[src/hdl/mesh_route_table_assert.svh]
// assertion macros shared by the route table rtl
`ifndef MESH_ROUTE_TABLE_ASSERT_SVH
`define MESH_ROUTE_TABLE_ASSERT_SVH
`ifndef SYNTHESIS
`define MRT_ASSERT_IMP(label, clk, rst, ante, cons) \
   label: assert property (@(posedge clk) disable iff (rst) (ante) |-> cons) \
      else $error("route table assertion failed");
`define MRT_ASSERT_NEXT(label, clk, rst, ante, cons) \
   label: assert property (@(posedge clk) disable iff (rst) (ante) |=> cons) \
      else $error("route table assertion failed");
`else
`define MRT_ASSERT_IMP(label, clk, rst, ante, cons)
`define MRT_ASSERT_NEXT(label, clk, rst, ante, cons)
`endif
`endif

[src/hdl/mrt_pkg.sv]
// types, constants and helpers of the mesh route table
`timescale 1ns / 1ps
`default_nettype none
package mrt_pkg;

   localparam int TABLE_ENTRIES = 64;
   localparam int IDX_W         = $clog2(TABLE_ENTRIES);
   localparam int CNT_W         = $clog2(TABLE_ENTRIES + 1);

   localparam int FUNC_W    = 3;
   localparam int ADDR_W    = 32;
   localparam int HOPS_W    = 16;
   localparam int FRESH_W   = 16;
   localparam int OUT_CNT_W = 7;
   localparam int STATUS_W  = 2;

   localparam logic [FUNC_W-1:0] FN_LOOKUP = 3'd0;
   localparam logic [FUNC_W-1:0] FN_ADD    = 3'd1;
   localparam logic [FUNC_W-1:0] FN_DELETE = 3'd2;
   localparam logic [FUNC_W-1:0] FN_CLEAR  = 3'd3;
   localparam logic [FUNC_W-1:0] FN_COUNT  = 3'd4;

   localparam logic [STATUS_W-1:0] STAT_OK   = 2'd0;
   localparam logic [STATUS_W-1:0] STAT_MISS = 2'd1;
   localparam logic [STATUS_W-1:0] STAT_FULL = 2'd2;

   typedef struct packed {
      logic [FUNC_W-1:0]  func;
      logic [ADDR_W-1:0]  dest_addr;
      logic [ADDR_W-1:0]  relay_addr;
      logic [HOPS_W-1:0]  hop_count;
      logic [FRESH_W-1:0] freshness;
   } cmd_type;

   // running result handed from cell to cell
   typedef struct packed {
      logic               found;
      logic [ADDR_W-1:0]  hop;
      logic [HOPS_W-1:0]  hops;
      logic [FRESH_W-1:0] fresh;
      logic [CNT_W-1:0]   removed;
      logic               free_found;
      logic [IDX_W-1:0]   free_idx;
   } acc_type;

   typedef struct packed {
      logic             en;
      logic [IDX_W-1:0] idx;
   } fill_type;

   typedef enum logic [1:0] {
      ST_IDLE,
      ST_SCAN,
      ST_COMMIT,
      ST_REPLY
   } state_type;

   function automatic logic [OUT_CNT_W-1:0] to_out_cnt(input logic [CNT_W-1:0] v);
      logic [CNT_W+OUT_CNT_W-1:0] wide;
      wide = {{OUT_CNT_W{1'b0}}, v};
      return wide[OUT_CNT_W-1:0];
   endfunction

endpackage
`default_nettype wire

[src/hdl/mrt_cell.sv]
// one route table slot: stored entry plus one stage of the scan chain
`timescale 1ns / 1ps
`default_nettype none
module mrt_cell import mrt_pkg::*; (
   input  wire logic             clock,
   input  wire logic             reset,
   input  wire logic [IDX_W-1:0] idx,
   input  wire cmd_type          cmd,
   input  wire logic             tok_in,
   input  wire acc_type          acc_in,
   input  wire fill_type         fill,
   output logic                  tok_out,
   output acc_type               acc_out
);

   logic               valid_ff, valid_in;
   logic [ADDR_W-1:0]  dest_ff, dest_in;
   logic [ADDR_W-1:0]  hop_ff, hop_in;
   logic [HOPS_W-1:0]  hops_ff, hops_in;
   logic [FRESH_W-1:0] fresh_ff, fresh_in;
   logic               tok_ff;
   acc_type            acc_ff, acc_in_nx;
   logic               match;

   assign match = valid_ff && (dest_ff == cmd.dest_addr);

   always_comb begin
      valid_in  = valid_ff;
      dest_in   = dest_ff;
      hop_in    = hop_ff;
      hops_in   = hops_ff;
      fresh_in  = fresh_ff;
      acc_in_nx = acc_in;
      if (tok_in) begin
         case (cmd.func)
            FN_LOOKUP: begin
               if (match) begin
                  acc_in_nx.found = 1'b1;
                  acc_in_nx.hop   = hop_ff;
                  acc_in_nx.hops  = hops_ff;
                  acc_in_nx.fresh = fresh_ff;
               end
            end
            FN_ADD: begin
               if (match) begin
                  acc_in_nx.found = 1'b1;
                  if (fresh_ff < cmd.freshness) begin
                     hop_in   = cmd.relay_addr;
                     hops_in  = cmd.hop_count;
                     fresh_in = cmd.freshness;
                  end
               end else if (!valid_ff && !acc_in.free_found) begin
                  // lowest free slot wins, the insert happens after the scan
                  acc_in_nx.free_found = 1'b1;
                  acc_in_nx.free_idx   = idx;
               end
            end
            FN_DELETE: begin
               if (match) begin
                  valid_in          = 1'b0;
                  acc_in_nx.found   = 1'b1;
                  acc_in_nx.removed = acc_in.removed + CNT_W'(1);
               end
            end
            FN_CLEAR: begin
               if (valid_ff && (hop_ff == cmd.relay_addr)) begin
                  valid_in          = 1'b0;
                  acc_in_nx.removed = acc_in.removed + CNT_W'(1);
               end
            end
            default: begin
            end
         endcase
      end
      if (fill.en && (fill.idx == idx)) begin
         valid_in = 1'b1;
         dest_in  = cmd.dest_addr;
         hop_in   = cmd.relay_addr;
         hops_in  = cmd.hop_count;
         fresh_in = cmd.freshness;
      end
   end

   always_ff @(posedge clock) begin
      if (reset) begin
         valid_ff <= 1'b0;
         tok_ff   <= 1'b0;
      end else begin
         valid_ff <= valid_in;
         tok_ff   <= tok_in;
      end
   end

   always_ff @(posedge clock) begin
      dest_ff  <= dest_in;
      hop_ff   <= hop_in;
      hops_ff  <= hops_in;
      fresh_ff <= fresh_in;
      if (tok_in) begin
         acc_ff <= acc_in_nx;
      end
   end

   assign tok_out = tok_ff;
   assign acc_out = acc_ff;

endmodule
`default_nettype wire
[config.mk]
export PLATFORM = sky130hd
export DESIGN_NAME = mrt_cell
export DESIGN_NICKNAME = d
export VERILOG_FILES = /design/src/hdl/mesh_route_table_assert.svh /design/src/hdl/mrt_pkg.sv /design/src/hdl/mrt_cell.sv
export SDC_FILE = /design/constraint.sdc
export NUM_CORES = 1
export LEC_CHECK = 0
export BUFFER_PORTS_ARGS = -buffer_cell sky130_fd_sc_hd__buf_2
export CAP_MARGIN = 20
export CORE_MARGIN = 2
export CORE_UTILIZATION = 40
export DETAILED_ROUTE_END_ITERATION = 12
export PLACE_DENSITY_LB_ADDON = 0.05
export SYNTH_ARGS = -nofsm -noshare
export SYNTH_HDL_FRONTEND = slang
export SYNTH_SLANG_ARGS = --single-unit
[constraint.sdc]
create_clock -name clock -period 16.62 [get_ports clock]
set_input_delay 3.324 -clock clock [delete_from_list [all_inputs] [get_ports clock]]
set_output_delay 3.324 -clock clock [all_outputs]
set_load 0.01 [all_outputs]
==> flow_summary.toml <==
[run_status]
status = "complete, no violations"

[global_route]
grt_use_total = 0.168
grt_pass1_vias = 5031
gr-total-overflow = 0
grt_first_pass_wirelength_um = 25800
grt_max_degree = 49
antenna_found_initial = 6

[setup_path]
cp-start-kind = "input pin"
cp_data_arrival_time_ns = 6.24
cp-end-kind = "flip-flop"
path_buf_inv = 2
path_class = "in -> reg"
max_stage_delay_ns = 0.54
path_cells = "buf_2 -> xor2_1 -> or4_1 -> nor4_1 -> nand3b_1 -> nor2_2 -> nand2_4 -> buf_4 -> mux2_4"
path_max_fanout = 36
slowest_stage = "or4_1"
crit_family = "simple AND/OR/NAND/NOR gates"
crit_required_ns = 16.80

[route]
vias = 4789
wl_um = 17500
wl_per_cell_um = 17.1
viasPerCell = 4.68
drc = 0
drt_iter0_markers = 197
dr.pass1.iters = 4
ant_nets = 0

[clock_tree]
hold_buffers = 0
clock_sinks = 177
clkSlewWorstSetupHoldPaths_ns = 0.07
clkLatencyLatePin_ns = 0.43
cts_resized = 0
cts_tree = "built"
cts_setup_buffers = 0
root_buffer = "clkbuf_16"
clockBufferDepth = 2
h-tree-depth = 4
cts_buffers = 17

[timing]
finalSetupViolCount = 0
relSlewSlack = 0.468
finalSetupTns_ns = 0
fin_worst_skew_ns = 0.0127
worst_pin_slew_ns = 0.792
period_minus_slack_ns = 6.07
rsz0062_at_grt = "no"
finalCritPeriodShare = 0.365
fmax_mhz = 165
finalHoldViolCount = 0
slew_violations = 0

[die]
die_x_um = 144
dieArea_um2 = 20800
die_y_um = 144
core_region_area_um2 = 19400
num_rows = 51
pin_count = 274
start_util = 0.405

[synth]
synth.top_cell.area_share = 0.669
ys_seq_elements = 177
synth_area_um2 = 7860
syn_inst = 453
synth_top_family_by_area = "multiplexers"
seq_area_frac_synth = 0.674
synth.net_count = 663
synthDistinctLibCells = 39
yosys.area_share.simple = 0.0527
yosys_warnings = 0
syn-mean-instance-area_um2 = 17.3
synthTopCellsByArea = "edfxtp_1 67%, mux2_4 11%, xor2_1 4.7%"
synthMuxAreaShare = 0.130
post-synth-top-area-cell = "edfxtp_1"
synth_fa_ha_area_frac = 0.0255
synth_xor_area_frac = 0.0836
synth_compound_area_frac = 0.0167

[pwr]
leakagePower_nw = 4.25
ir_worst_vdd_uv = 67.3
p_per_area_nw_per_um2 = 97.9

[finish]
final_cell_mix = "272 x buf_2, 175 x edfxtp_1, 60 x mux2_4"
multiInputGateArea_um2 = 2440
layout.cells.non_filler = 1023
syn_to_final_growth_pct = 28.7
final_util = 0.521
seq_area_um2 = 5300
drive_above_1_share = 0.502
fill_cells = 1735
final_common_cell = "buf_2"
nets = 954

[place]
io_buffer_count = 273
dpl.cell_count = 990
dp_hpwl_um = 13400
place.gp.congestion = 0.844

[run]
cap_violations = 0

[hold_path]
hold_class = "reg -> reg"
[power by group]
part	total [mW]	internal (mW)	switching (mW)
clock	0.384	0.199	0.186
sequential	0.516	0.511	0.00521
combinational	0.0896	0.0465	0.0431
total	0.990	0.756	0.234
[routing by layer]
metal | global-route usage | wire length, µm | vias up
met5 | 0 | 35 | -
met4 | 0.0516 | 190 | 6
met3 | 0.0662 | 1360 | 22
met2 | 0.288 | 8940 | 166
met1 | 0.193 | 7000 | 2280
li1 | - | - | 2315
[synth_stat cells (all sizes together)]
cell	number
o21ai	4
ha	16
a211oi	1
or3	1
nor3b	1
a21o	2
nand2b	5
nor4	11
nand4b	1
nand3	6
buf	6
xnor2	33
nor2b	4
a311oi	1
o2111ai	1
nor3	4
inv	18
nand2	9
nand4	13
a2111oi	1
xor2	42
nand3b	1
dfxtp	2
nor2	7
or4	6
and3	1
or2	1
o211ai	1
o21bai	1
o41a	1
o31ai	1
edfxtp	175
mux2	71
a21oi	5
[worst register-to-register path, delay by kind of cell, from the launching register on]
family / cells / cell delay [ns]
DFF: 1 / 0.38
buffers and inverters: 1 / 0.52
xor gates and xnor gates: 1 / 0.17
and+or+nand+nor: 5 / 1.71
muxes: 1 / 0.41
[final cells by class]
class | count | area share
Antenna cell | 1 | 0.000247
Clock buffer | 17 | 0.0421
Clock inverter | 15 | 0.0142
Inverter | 18 | 0.00668
Multi-Input combinational cell | 252 | 0.241
Sequential cell | 177 | 0.524
Tap cell | 265 | 0.0328
Timing Repair Buffer | 278 | 0.139
[cell families (layout without fill, tap and decap cells)]
family                     count (synthesis)  after routing
AOI/OAI and AO/OA                         19             19
xor gates and xnor gates                  75             75
adders and majority gates                 16             16
buffers and inverters                     24            328
DFF                                      177            177
muxes                                     71             71
other                                      0              1
and+or+nand+nor                           71             71
[stage by stage]
step                      setup slack, ns  power [mW]  hold WS [ns]  area, µm²
after floorplan                      6.84       0.563         0.518       7860
after global placement              10.08       0.615         0.530       9540
after detailed placement            10.05       0.617         0.536       9540
after CTS                           10.50        1.00         0.554      10100
after global routing                10.42        1.03         0.556      10100
final                               10.55       0.990         0.549      10100
[final timing paths]
check | from | endpoint | slack, ns | cells past startpoint
setup / recovery | cmd[71] | acc_out[76]$_DFFE_PP_ | 10.55 | 9
hold / removal | hops_ff[11]$_DFFE_PP_ | acc_out[41]$_DFFE_PP_ | 0.55 | 1
hold reg to reg | hops_ff[11]$_DFFE_PP_ | acc_out[41]$_DFFE_PP_ | 0.55 | 1
setup reg to reg | dest_ff[7]$_DFFE_PP_ | acc_out[76]$_DFFE_PP_ | 13.18 | 8
[sequential cells by signal (all words and copies together) (netlist names)]
register  count
dest_ff      32
tok_out       1
fresh_ff     16
hop_ff       32
hops_ff      16
acc_out      79
valid_ff      1
Power figures use the tool's default switching activity.
